**config.mk**
```make
export PLATFORM = sky130hd
export DESIGN_NAME = morse_timing_decoder
export DESIGN_NICKNAME = d
export VERILOG_FILES = /design/src/design/mtd_pkg.sv /design/src/design/morse_timing_decoder.sv /design/src/design/mtd_queue.sv /design/src/design/mtd_front.sv /design/src/design/mtd_back.sv
export SDC_FILE = /design/constraint.sdc
export NUM_CORES = 1
export LEC_CHECK = 0
export ABC_AREA = 1
export CELL_PAD_IN_SITES_DETAIL_PLACEMENT = 0
export CELL_PAD_IN_SITES_GLOBAL_PLACEMENT = 1
export CORE_ASPECT_RATIO = 0.9
export CORE_MARGIN = 5
export CORE_UTILIZATION = 48
export DETAILED_ROUTE_END_ITERATION = 12
export DONT_BUFFER_PORTS = 1
export MAX_ROUTING_LAYER = met4
export PLACE_DENSITY = 0.82
export SYNTH_ARGS = -nofsm -noshare
export SYNTH_HDL_FRONTEND = slang
export SYNTH_HIERARCHICAL = 1
export SYNTH_SLANG_ARGS = --single-unit
```
**constraint.sdc**
```tcl
create_clock -name clk -period 7.15 [get_ports clk]
set_clock_uncertainty 0.1 [all_clocks]
set_input_delay 0.3575 -clock clk [delete_from_list [all_inputs] [get_ports clk]]
set_output_delay 0.3575 -clock clk [all_outputs]
set_load 0.05 [all_outputs]
```
**src/design/mtd_pkg.sv**
```systemverilog
// Shared types, codes and helper functions for the Morse timing decoder.
`timescale 1ns / 1ps
package mtd_pkg;

    // Event codes carried in the input tuser field.
    localparam logic [1:0] OP_DOWN = 2'd0;
    localparam logic [1:0] OP_UP   = 2'd1;
    localparam logic [1:0] OP_POLL = 2'd2;

    // Result kinds carried in the output tuser field.
    localparam logic [1:0] KIND_CHAR    = 2'd0;
    localparam logic [1:0] KIND_RELEASE = 2'd1;
    localparam logic [1:0] KIND_CAL_ERR = 2'd2;
    localparam logic [1:0] KIND_INVALID = 2'd3;

    localparam int          MAX_SYMBOLS = 7;
    localparam int          TREE_LIMIT  = (((2 << MAX_SYMBOLS) - 2) > 254) ? 254
                                          : ((2 << MAX_SYMBOLS) - 2);
    localparam logic [7:0]  NODE_DEEP   = 8'hFF;
    localparam logic [15:0] LEN_SAT     = 16'hFFFF;
    localparam logic [15:0] TOL_RESET   = 16'd100;

    localparam int QUEUE_DEPTH = 4;
    localparam int QUEUE_AW    = $clog2(QUEUE_DEPTH);

    // One queued event outcome: a main word, optionally preceded by a release word.
    typedef struct packed {
        logic       rel;
        logic [1:0] kind;
        logic [7:0] index;
    } desc_t;

    // Elapsed ticks between two stamps, saturating when the wrap count does not fit.
    function automatic logic [15:0] span(input logic [15:0] s, input logic [15:0] e,
                                         input logic [1:0] wraps);
        logic [15:0] diff;
        begin
            diff = e - s;
            if (e >= s && wraps == 2'd0)
                span = diff;
            else if (e < s && wraps == 2'd1)
                span = diff;
            else
                span = LEN_SAT;
        end
    endfunction

    // Two durations match when their absolute difference is below the tolerance.
    function automatic logic close_enough(input logic [15:0] x, input logic [15:0] y,
                                          input logic [15:0] tol);
        logic [15:0] d;
        begin
            d = (x < y) ? (y - x) : (x - y);
            close_enough = d < tol;
        end
    endfunction

    // Step down the tree: left child for a dit, right child for a dah.
    function automatic logic [7:0] step_tree(input logic [7:0] node, input logic dah);
        logic [9:0] nxt;
        begin
            nxt = {1'b0, node, 1'b0} + (dah ? 10'd2 : 10'd1);
            if (node == NODE_DEEP || nxt > 10'(TREE_LIMIT))
                step_tree = NODE_DEEP;
            else
                step_tree = nxt[7:0];
        end
    endfunction

endpackage

```
**src/design/morse_timing_decoder.sv**
```systemverilog
// Top level of the Morse key timing decoder.
`timescale 1ns / 1ps
// The decoder takes one event word per clock cycle while the queue has room: a
// key down edge, a key up edge or a poll, each with its tick stamp and wrap count.
// The first two nonzero pulses calibrate the dit and dah lengths; later pulses are
// matched against them within the tolerance register and walk the Morse tree, and
// a poll made after a gap of at least a dah, or within the tolerance of one, emits
// the tree index, preceded by a release word when the same index was sent last
// time. Each event is classified in the cycle it is accepted, so the input side
// runs at that rate. Outcomes wait in a four-entry queue in front of a registered
// output stage, which sends one word per cycle while the receiver is ready; an
// outcome carrying a release marker sends a release word and then its main word.
// Such outcomes need a key up edge between two polls, so they never arrive on
// consecutive input words, and the queue lets the input keep going while the
// output is stalled, until it fills. The tolerance register may be written at
// any time the block is idle and takes effect on the next event.
module morse_timing_decoder (
    input  logic        clk,
    input  logic        rst_n,
    input  logic        cfg_wr_en,
    input  logic [15:0] cfg_wr_data,    // tolerance
    input  logic        s_axis_tvalid,
    output logic        s_axis_tready,
    input  logic [23:0] s_axis_tdata,   // timestamp[15:0], wraps[17:16], zero pad
    input  logic [1:0]  s_axis_tuser,   // op[1:0]
    output logic        m_axis_tvalid,
    input  logic        m_axis_tready,
    output logic [7:0]  m_axis_tdata,   // tree_index[7:0]
    output logic [1:0]  m_axis_tuser,   // kind[1:0]
    output logic        m_axis_tlast
);
    import mtd_pkg::*;

    logic  accept;
    logic  push;
    desc_t push_desc;
    logic  full;
    logic  empty;
    logic  pop;
    desc_t head;

    // A word is taken whenever the queue has room, whatever the output side does.
    assign s_axis_tready = !full;
    assign accept        = s_axis_tvalid && s_axis_tready;

    mtd_front u_front (
        .clk         (clk),
        .rst_n       (rst_n),
        .cfg_wr_en   (cfg_wr_en),
        .cfg_wr_data (cfg_wr_data),
        .accept      (accept),
        .op          (s_axis_tuser),
        .timestamp   (s_axis_tdata[15:0]),
        .wraps       (s_axis_tdata[17:16]),
        .push        (push),
        .push_desc   (push_desc)
    );

    mtd_queue u_queue (
        .clk       (clk),
        .rst_n     (rst_n),
        .push      (push),
        .push_desc (push_desc),
        .full      (full),
        .empty     (empty),
        .pop       (pop),
        .head      (head)
    );

    mtd_back u_back (
        .clk       (clk),
        .rst_n     (rst_n),
        .empty     (empty),
        .head      (head),
        .pop       (pop),
        .out_valid (m_axis_tvalid),
        .out_ready (m_axis_tready),
        .out_kind  (m_axis_tuser),
        .out_index (m_axis_tdata),
        .out_last  (m_axis_tlast)
    );

endmodule

```
**src/design/mtd_queue.sv**
```systemverilog
// Short first-in first-out queue of event outcomes between front and back.
`timescale 1ns / 1ps
module mtd_queue (
    input  logic          clk,
    input  logic          rst_n,
    input  logic          push,
    input  mtd_pkg::desc_t push_desc,
    output logic          full,
    output logic          empty,
    input  logic          pop,
    output mtd_pkg::desc_t head
);
    import mtd_pkg::*;

    desc_t                 mem_reg [QUEUE_DEPTH];
    logic [QUEUE_AW-1:0]   wr_ptr_reg, wr_ptr_next;
    logic [QUEUE_AW-1:0]   rd_ptr_reg, rd_ptr_next;
    logic [QUEUE_AW:0]     count_reg, count_next;
    logic                  do_push, do_pop;

    assign full    = (count_reg == (QUEUE_AW+1)'(QUEUE_DEPTH));
    assign empty   = (count_reg == '0);
    assign do_push = push && !full;
    assign do_pop  = pop && !empty;
    assign head    = mem_reg[rd_ptr_reg];

    always_comb
    begin
        wr_ptr_next = do_push ? wr_ptr_reg + 1'b1 : wr_ptr_reg;
        rd_ptr_next = do_pop ? rd_ptr_reg + 1'b1 : rd_ptr_reg;
        count_next  = count_reg;
        if (do_push && !do_pop)
            count_next = count_reg + 1'b1;
        else if (do_pop && !do_push)
            count_next = count_reg - 1'b1;
    end

    always_ff @(posedge clk or negedge rst_n)
    begin
        if (!rst_n)
        begin
            wr_ptr_reg <= '0;
            rd_ptr_reg <= '0;
            count_reg  <= '0;
        end
        else
        begin
            wr_ptr_reg <= wr_ptr_next;
            rd_ptr_reg <= rd_ptr_next;
            count_reg  <= count_next;
        end
    end

    always_ff @(posedge clk)
    begin
        if (do_push)
            mem_reg[wr_ptr_reg] <= push_desc;
    end

endmodule

```
**src/design/mtd_front.sv**
```systemverilog
// Front end: accepts key events, keeps the timing state and classifies each event.
`timescale 1ns / 1ps
module mtd_front (
    input  logic           clk,
    input  logic           rst_n,
    input  logic           cfg_wr_en,
    input  logic [15:0]    cfg_wr_data,
    input  logic           accept,
    input  logic [1:0]     op,
    input  logic [15:0]    timestamp,
    input  logic [1:0]     wraps,
    output logic           push,
    output mtd_pkg::desc_t push_desc
);
    import mtd_pkg::*;

    logic [15:0] tolerance_reg;
    logic [15:0] down_stamp_reg, down_stamp_next;
    logic [15:0] up_stamp_reg, up_stamp_next;
    logic [15:0] dit_length_reg, dit_length_next;
    logic [15:0] dah_length_reg, dah_length_next;
    logic        in_gap_reg, in_gap_next;
    logic        end_sent_reg, end_sent_next;
    logic [7:0]  node_index_reg, node_index_next;
    logic [7:0]  previous_index_reg, previous_index_next;

    always_comb
    begin
        logic [15:0] pulse;
        logic [15:0] gap;
        down_stamp_next     = down_stamp_reg;
        up_stamp_next       = up_stamp_reg;
        dit_length_next     = dit_length_reg;
        dah_length_next     = dah_length_reg;
        in_gap_next         = in_gap_reg;
        end_sent_next       = end_sent_reg;
        node_index_next     = node_index_reg;
        previous_index_next = previous_index_reg;
        push                = 1'b0;
        push_desc           = '0;
        pulse               = span(down_stamp_reg, timestamp, wraps);
        gap                 = span(up_stamp_reg, timestamp, wraps);

        if (accept)
        begin
            case (op)
                OP_DOWN:
                begin
                    in_gap_next     = 1'b0;
                    down_stamp_next = timestamp;
                end
                OP_UP:
                begin
                    in_gap_next   = 1'b1;
                    up_stamp_next = timestamp;
                    if (dit_length_reg == '0)
                        dit_length_next = pulse;
                    else if (dah_length_reg == '0)
                    begin
                        dah_length_next = pulse;
                        if (close_enough(dit_length_reg, pulse, tolerance_reg))
                        begin
                            push           = 1'b1;
                            push_desc.kind = KIND_CAL_ERR;
                        end
                    end
                    else if (close_enough(dit_length_reg, pulse, tolerance_reg))
                    begin
                        node_index_next = step_tree(node_index_reg, 1'b0);
                        end_sent_next   = 1'b0;
                    end
                    else if (close_enough(dah_length_reg, pulse, tolerance_reg))
                    begin
                        node_index_next = step_tree(node_index_reg, 1'b1);
                        end_sent_next   = 1'b0;
                    end
                    else
                    begin
                        push           = 1'b1;
                        push_desc.kind = KIND_INVALID;
                    end
                end
                OP_POLL:
                begin
                    if (in_gap_reg && !end_sent_reg &&
                        (gap >= dah_length_reg ||
                         close_enough(dah_length_reg, gap, tolerance_reg)))
                    begin
                        push                = 1'b1;
                        push_desc.kind      = KIND_CHAR;
                        push_desc.index     = node_index_reg;
                        push_desc.rel       = (node_index_reg == previous_index_reg);
                        previous_index_next = node_index_reg;
                        node_index_next     = '0;
                        end_sent_next       = 1'b1;
                    end
                end
                default:
                begin
                end
            endcase
        end
    end

    always_ff @(posedge clk or negedge rst_n)
    begin
        if (!rst_n)
        begin
            tolerance_reg      <= TOL_RESET;
            down_stamp_reg     <= '0;
            up_stamp_reg       <= '0;
            dit_length_reg     <= '0;
            dah_length_reg     <= '0;
            in_gap_reg         <= 1'b0;
            end_sent_reg       <= 1'b0;
            node_index_reg     <= '0;
            previous_index_reg <= '0;
        end
        else
        begin
            if (cfg_wr_en)
                tolerance_reg <= cfg_wr_data;
            down_stamp_reg     <= down_stamp_next;
            up_stamp_reg       <= up_stamp_next;
            dit_length_reg     <= dit_length_next;
            dah_length_reg     <= dah_length_next;
            in_gap_reg         <= in_gap_next;
            end_sent_reg       <= end_sent_next;
            node_index_reg     <= node_index_next;
            previous_index_reg <= previous_index_next;
        end
    end

endmodule

```
**src/design/mtd_back.sv**
```systemverilog
// Back end: expands queued outcomes into output words held in an output register.
`timescale 1ns / 1ps
module mtd_back (
    input  logic           clk,
    input  logic           rst_n,
    input  logic           empty,
    input  mtd_pkg::desc_t head,
    output logic           pop,
    output logic           out_valid,
    input  logic           out_ready,
    output logic [1:0]     out_kind,
    output logic [7:0]     out_index,
    output logic           out_last
);
    import mtd_pkg::*;

    logic       valid_reg, valid_next;
    logic       phase_reg, phase_next;
    logic [1:0] kind_reg, kind_next;
    logic [7:0] index_reg, index_next;
    logic       last_reg, last_next;
    logic       load;

    assign load      = !valid_reg || out_ready;
    assign out_valid = valid_reg;
    assign out_kind  = kind_reg;
    assign out_index = index_reg;
    assign out_last  = last_reg;

    always_comb
    begin
        valid_next = valid_reg;
        phase_next = phase_reg;
        kind_next  = kind_reg;
        index_next = index_reg;
        last_next  = last_reg;
        pop        = 1'b0;
        if (load)
        begin
            valid_next = !empty;
            if (!empty)
            begin
                if (head.rel && !phase_reg)
                begin
                    // Release marker goes out first; the entry stays for its main word.
                    kind_next  = KIND_RELEASE;
                    index_next = '0;
                    last_next  = 1'b0;
                    phase_next = 1'b1;
                end
                else
                begin
                    kind_next  = head.kind;
                    index_next = head.index;
                    last_next  = 1'b1;
                    phase_next = 1'b0;
                    pop        = 1'b1;
                end
            end
        end
    end

    always_ff @(posedge clk or negedge rst_n)
    begin
        if (!rst_n)
        begin
            valid_reg <= 1'b0;
            phase_reg <= 1'b0;
        end
        else
        begin
            valid_reg <= valid_next;
            phase_reg <= phase_next;
        end
    end

    always_ff @(posedge clk)
    begin
        kind_reg  <= kind_next;
        index_reg <= index_next;
        last_reg  <= last_next;
    end

endmodule

```
==> out/qor.yml <==
status:
  status: "completed"
yosys:
  yosysSeqAreaShare_pct: 28.3
  synthSimpleGateAreaFrac_pct: 27.5
  syn_nets: 2393
  synth_area_leaders: "dfrtp_1 (17%), nand2_1 (15%), ha_1 (15%)"
  synth_adder_area_share_pct: 15.9
  synth_top_area_share_pct: 17.0
  synth_compound_area_share_pct: 12.3
  synth_top_cell_by_area: "dfrtp_1"
  synth.most_common_cell: "nand2_1"
  synthTopCellsByCount: "nand2_1 (626), inv_1 (367), ha_1 (181)"
  synthMuxAreaShare_pct: 0.204
  synth_xor_area_share_pct: 4.68
  syn-cell-area_sq_mm: 0.0153
  synth_top_family_by_area: "simple AND/OR/NAND/NOR gates"
  synth_area_per_cell_sq_um: 7.11
  synth_edf_count: 55
  synth-async-reset-ratio_pct: 66.0
  yosys_warnings: 6
  yosys.cell_types.count: 54
  syn_inst: 2156
  yosys_register_bits: 162
  synth_flop_cell: "dfrtp_1"
drt:
  drcViolationCount: 0
  drt-total-wl_um: 42100
  vias_per_cell: 5.15
  wl_met3_um: 1880
  num_vias: 13494
  wirelength_met1_um: 20600
  wire_per_inst_um: 16.1
  first_iter_violations: 1014
  topRoutingLayerUsed: "met4"
  wl_met2_um: 19200
  ant_nets: 0
  drtPass1Iterations: 5
placement:
  preCtsSetupSlack_ns: 0.110
  dp_cells: 2547
  port_buffers: 0
  gp_congestion: 0.922
  hpwl_um: 34300
global_routing:
  grt_first_pass_wirelength_um: 67000
  grt_start_max_net_pins: 108
  grt_util_all_layers_pct: 24.1
  grt_pass1_vias: 12644
  grt-ovfl-total: 0
  antenna_found_initial: 0
final_layout:
  final_nets: 2427
  largest_reg_flops: 44
  area_growth_pct: 9.37
  final_cells: 2619
  drive_above_1_share_pct: 6.67
  diodes: 0
  fillers: 3187
  multi_input_area_sq_mm: 0.00935
  regArea_sq_mm: 0.00433
critical_path:
  startpoint_type: "flop"
  crit_slowest_cell: "fa_1"
  cpMostUsedCell: "nand2_1"
  required_ns: 7.38
  crit_fanout: 13
  arrival_ns: 6.84
  critPathCaptureType: "flop"
  crit_path_max_incr_delay_ns: 0.46
  worstSetupPathType: "flop to flop"
floorplanning:
  start_util_pct: 48.3
  dieArea_sq_mm: 0.0356
  fp.dieW_um: 198
  coreArea_sq_mm: 0.0317
  ioPinCount: 60
  die_y_um: 180
  rows: 62
power:
  p_leak_nw: 9.24
  intPower_mw: 3.79
  seq_power_share_pct: 16.9
  power_frac_clock_pct: 11.4
  switchingPower_mw: 4.63
  power_density_mw_per_mm2: 502
  combPwrFrac_pct: 71.6
  switching_share_pct: 55.0
  peakVddDrop_mv: 0.344
timing:
  setup-violations-final: 0
  finalHoldViolCount: 0
  fin_crit_sh_pct: 92.5
  layout_setup_ws_ns: 0.536
  drv_slew: 0
  maxClockFrequency_ghz: 0.151
  fin_crit_ns: 6.61
  worst_slew_pin_slew_ns: 1.21
  hold_ws_ns: 0.0642
  slew_headroom_pct: 19.0
clock_tree:
  clk_latency_ns: 0.44
  cts.sinks: 162
  clk_pin_slew_ns: 0.07
  cts-buffers-inserted: 17
  cts_tree: "yes"
  clk_path_buf_depth: 2
  cts_max_level: 4
  cts-root-buf: "clkbuf_16"
job:
  drv_cap: 0
worst_hold_path:
  hold_path_class: "primary input to flop"
==> worst max-delay path, delay by kind of cell (launching register included) <==
family	cells	cell delay [ns]
compound gates	5	0.85
fa+ha+maj	7	2.06
buf+inv	6	0.45
flops	1	0.35
simple gates	24	2.67
==> per-stage QoR <==
step	util [%]	cell area [sq um]	power [mW]	TNS, ns
2_1_floorplan	-	15300	5.94	0
3_3_place_gp	49.5	15700	7.24	0
3_5_place_dp	49.5	15700	7.34	0
4_1_cts	52.6	16700	8.36	0
5_1_grt	52.9	16800	9.34	-0.0146
6_report	52.9	16800	8.41	0
==> power by group through the flow <==
stage                     Sequential, mW  Combinational, mW  Clock (mW)
after global routing                1.45               6.87        1.02
after floorplan                     1.38               4.56           0
final                               1.42               6.03       0.963
after global placement              1.44               5.80           0
after detailed placement            1.44               5.90           0
after CTS                           1.43               5.95       0.983
==> timing repair <==
item,in CTS,in global routing
resized for setup,0,13
hold buffers,34,0
endpoints found under the setup margin,0,46
buffers inserted,0,6
hold endpoints to repair,153,0
==> worst paths after layout <==
path / start / to / slack, ns / depth (start not counted)
worst min register to register: u_front/in_gap_reg / u_front/in_gap_reg / 0.38 / 2
worst max register to register: u_front/down_stamp_reg[0] / u_queue/count_reg[2] / 0.54 / 42
max in group asynchronous: rst_n / u_front/dah_length_reg[12] / 6.05 / 2
min in group asynchronous: rst_n / u_front/tolerance_reg[9] / 0.39 / 2
worst max-delay path: u_front/down_stamp_reg[0] / u_queue/count_reg[2] / 0.54 / 42
worst min-delay path: m_axis_tready / u_back/out_valid / 0.06 / 3
==> metal layers <==
metal | up-vias | global-route usage (%)
li1 | 6953 | -
met1 | 6208 | 34.1
met2 | 299 | 37.9
met3 | 34 | 2.79
met4 | 0 | 4.32
met5 | - | -
==> layout by cell type, fill, tap and decap left out, types with 4 or more instances in the layout <==
cell | Yosys | routed
edfxtp_1 | 55 | 55
fa_1 | 9 | 9
o21ai_0 | 114 | 114
o211ai_1 | 22 | 22
nor3_2 | 4 | 4
xor2_1 | 61 | 61
inv_1 | 367 | 366
nor2_2 | 5 | 5
clkbuf_16 | 0 | 17
nand3_4 | 4 | 4
nor2_1 | 127 | 127
a21oi_1 | 128 | 127
inv_6 | 0 | 4
nand2_2 | 19 | 21
nand4_1 | 29 | 29
o21a_1 | 4 | 4
xnor2_1 | 21 | 21
inv_2 | 11 | 10
nand3b_1 | 7 | 7
nand2_4 | 20 | 19
o21bai_1 | 12 | 12
o21ai_2 | 4 | 4
buf_4 | 6 | 21
dfrtp_1 | 104 | 104
a21o_1 | 12 | 12
nor3_1 | 19 | 19
dlygate4sd3_1 | 0 | 33
ha_1 | 181 | 180
nand3_2 | 2 | 6
o21ai_1 | 14 | 14
nand3_1 | 96 | 92
inv_8 | 0 | 6
nor4_1 | 5 | 5
nand2_1 | 626 | 624
==> kinds of logic after synthesis <==
family | Yosys count
and+or+nand+nor | 969
muxes | 3
buffers and inverters | 419
DFF | 162
adders and majority gates | 190
xor gates and xnor gates | 82
AOI/OAI and AO/OA | 331
==> cell type report <==
cell class	count	area share (%)
clock buffer	17	2.54
clock inverter	15	1.13
inverter	378	8.49
multi-input combinational	1575	55.7
sequential	162	25.8
tap	416	3.10
timing repair buffer	56	3.19
Note: power is estimated with default switching activity, not from simulation.
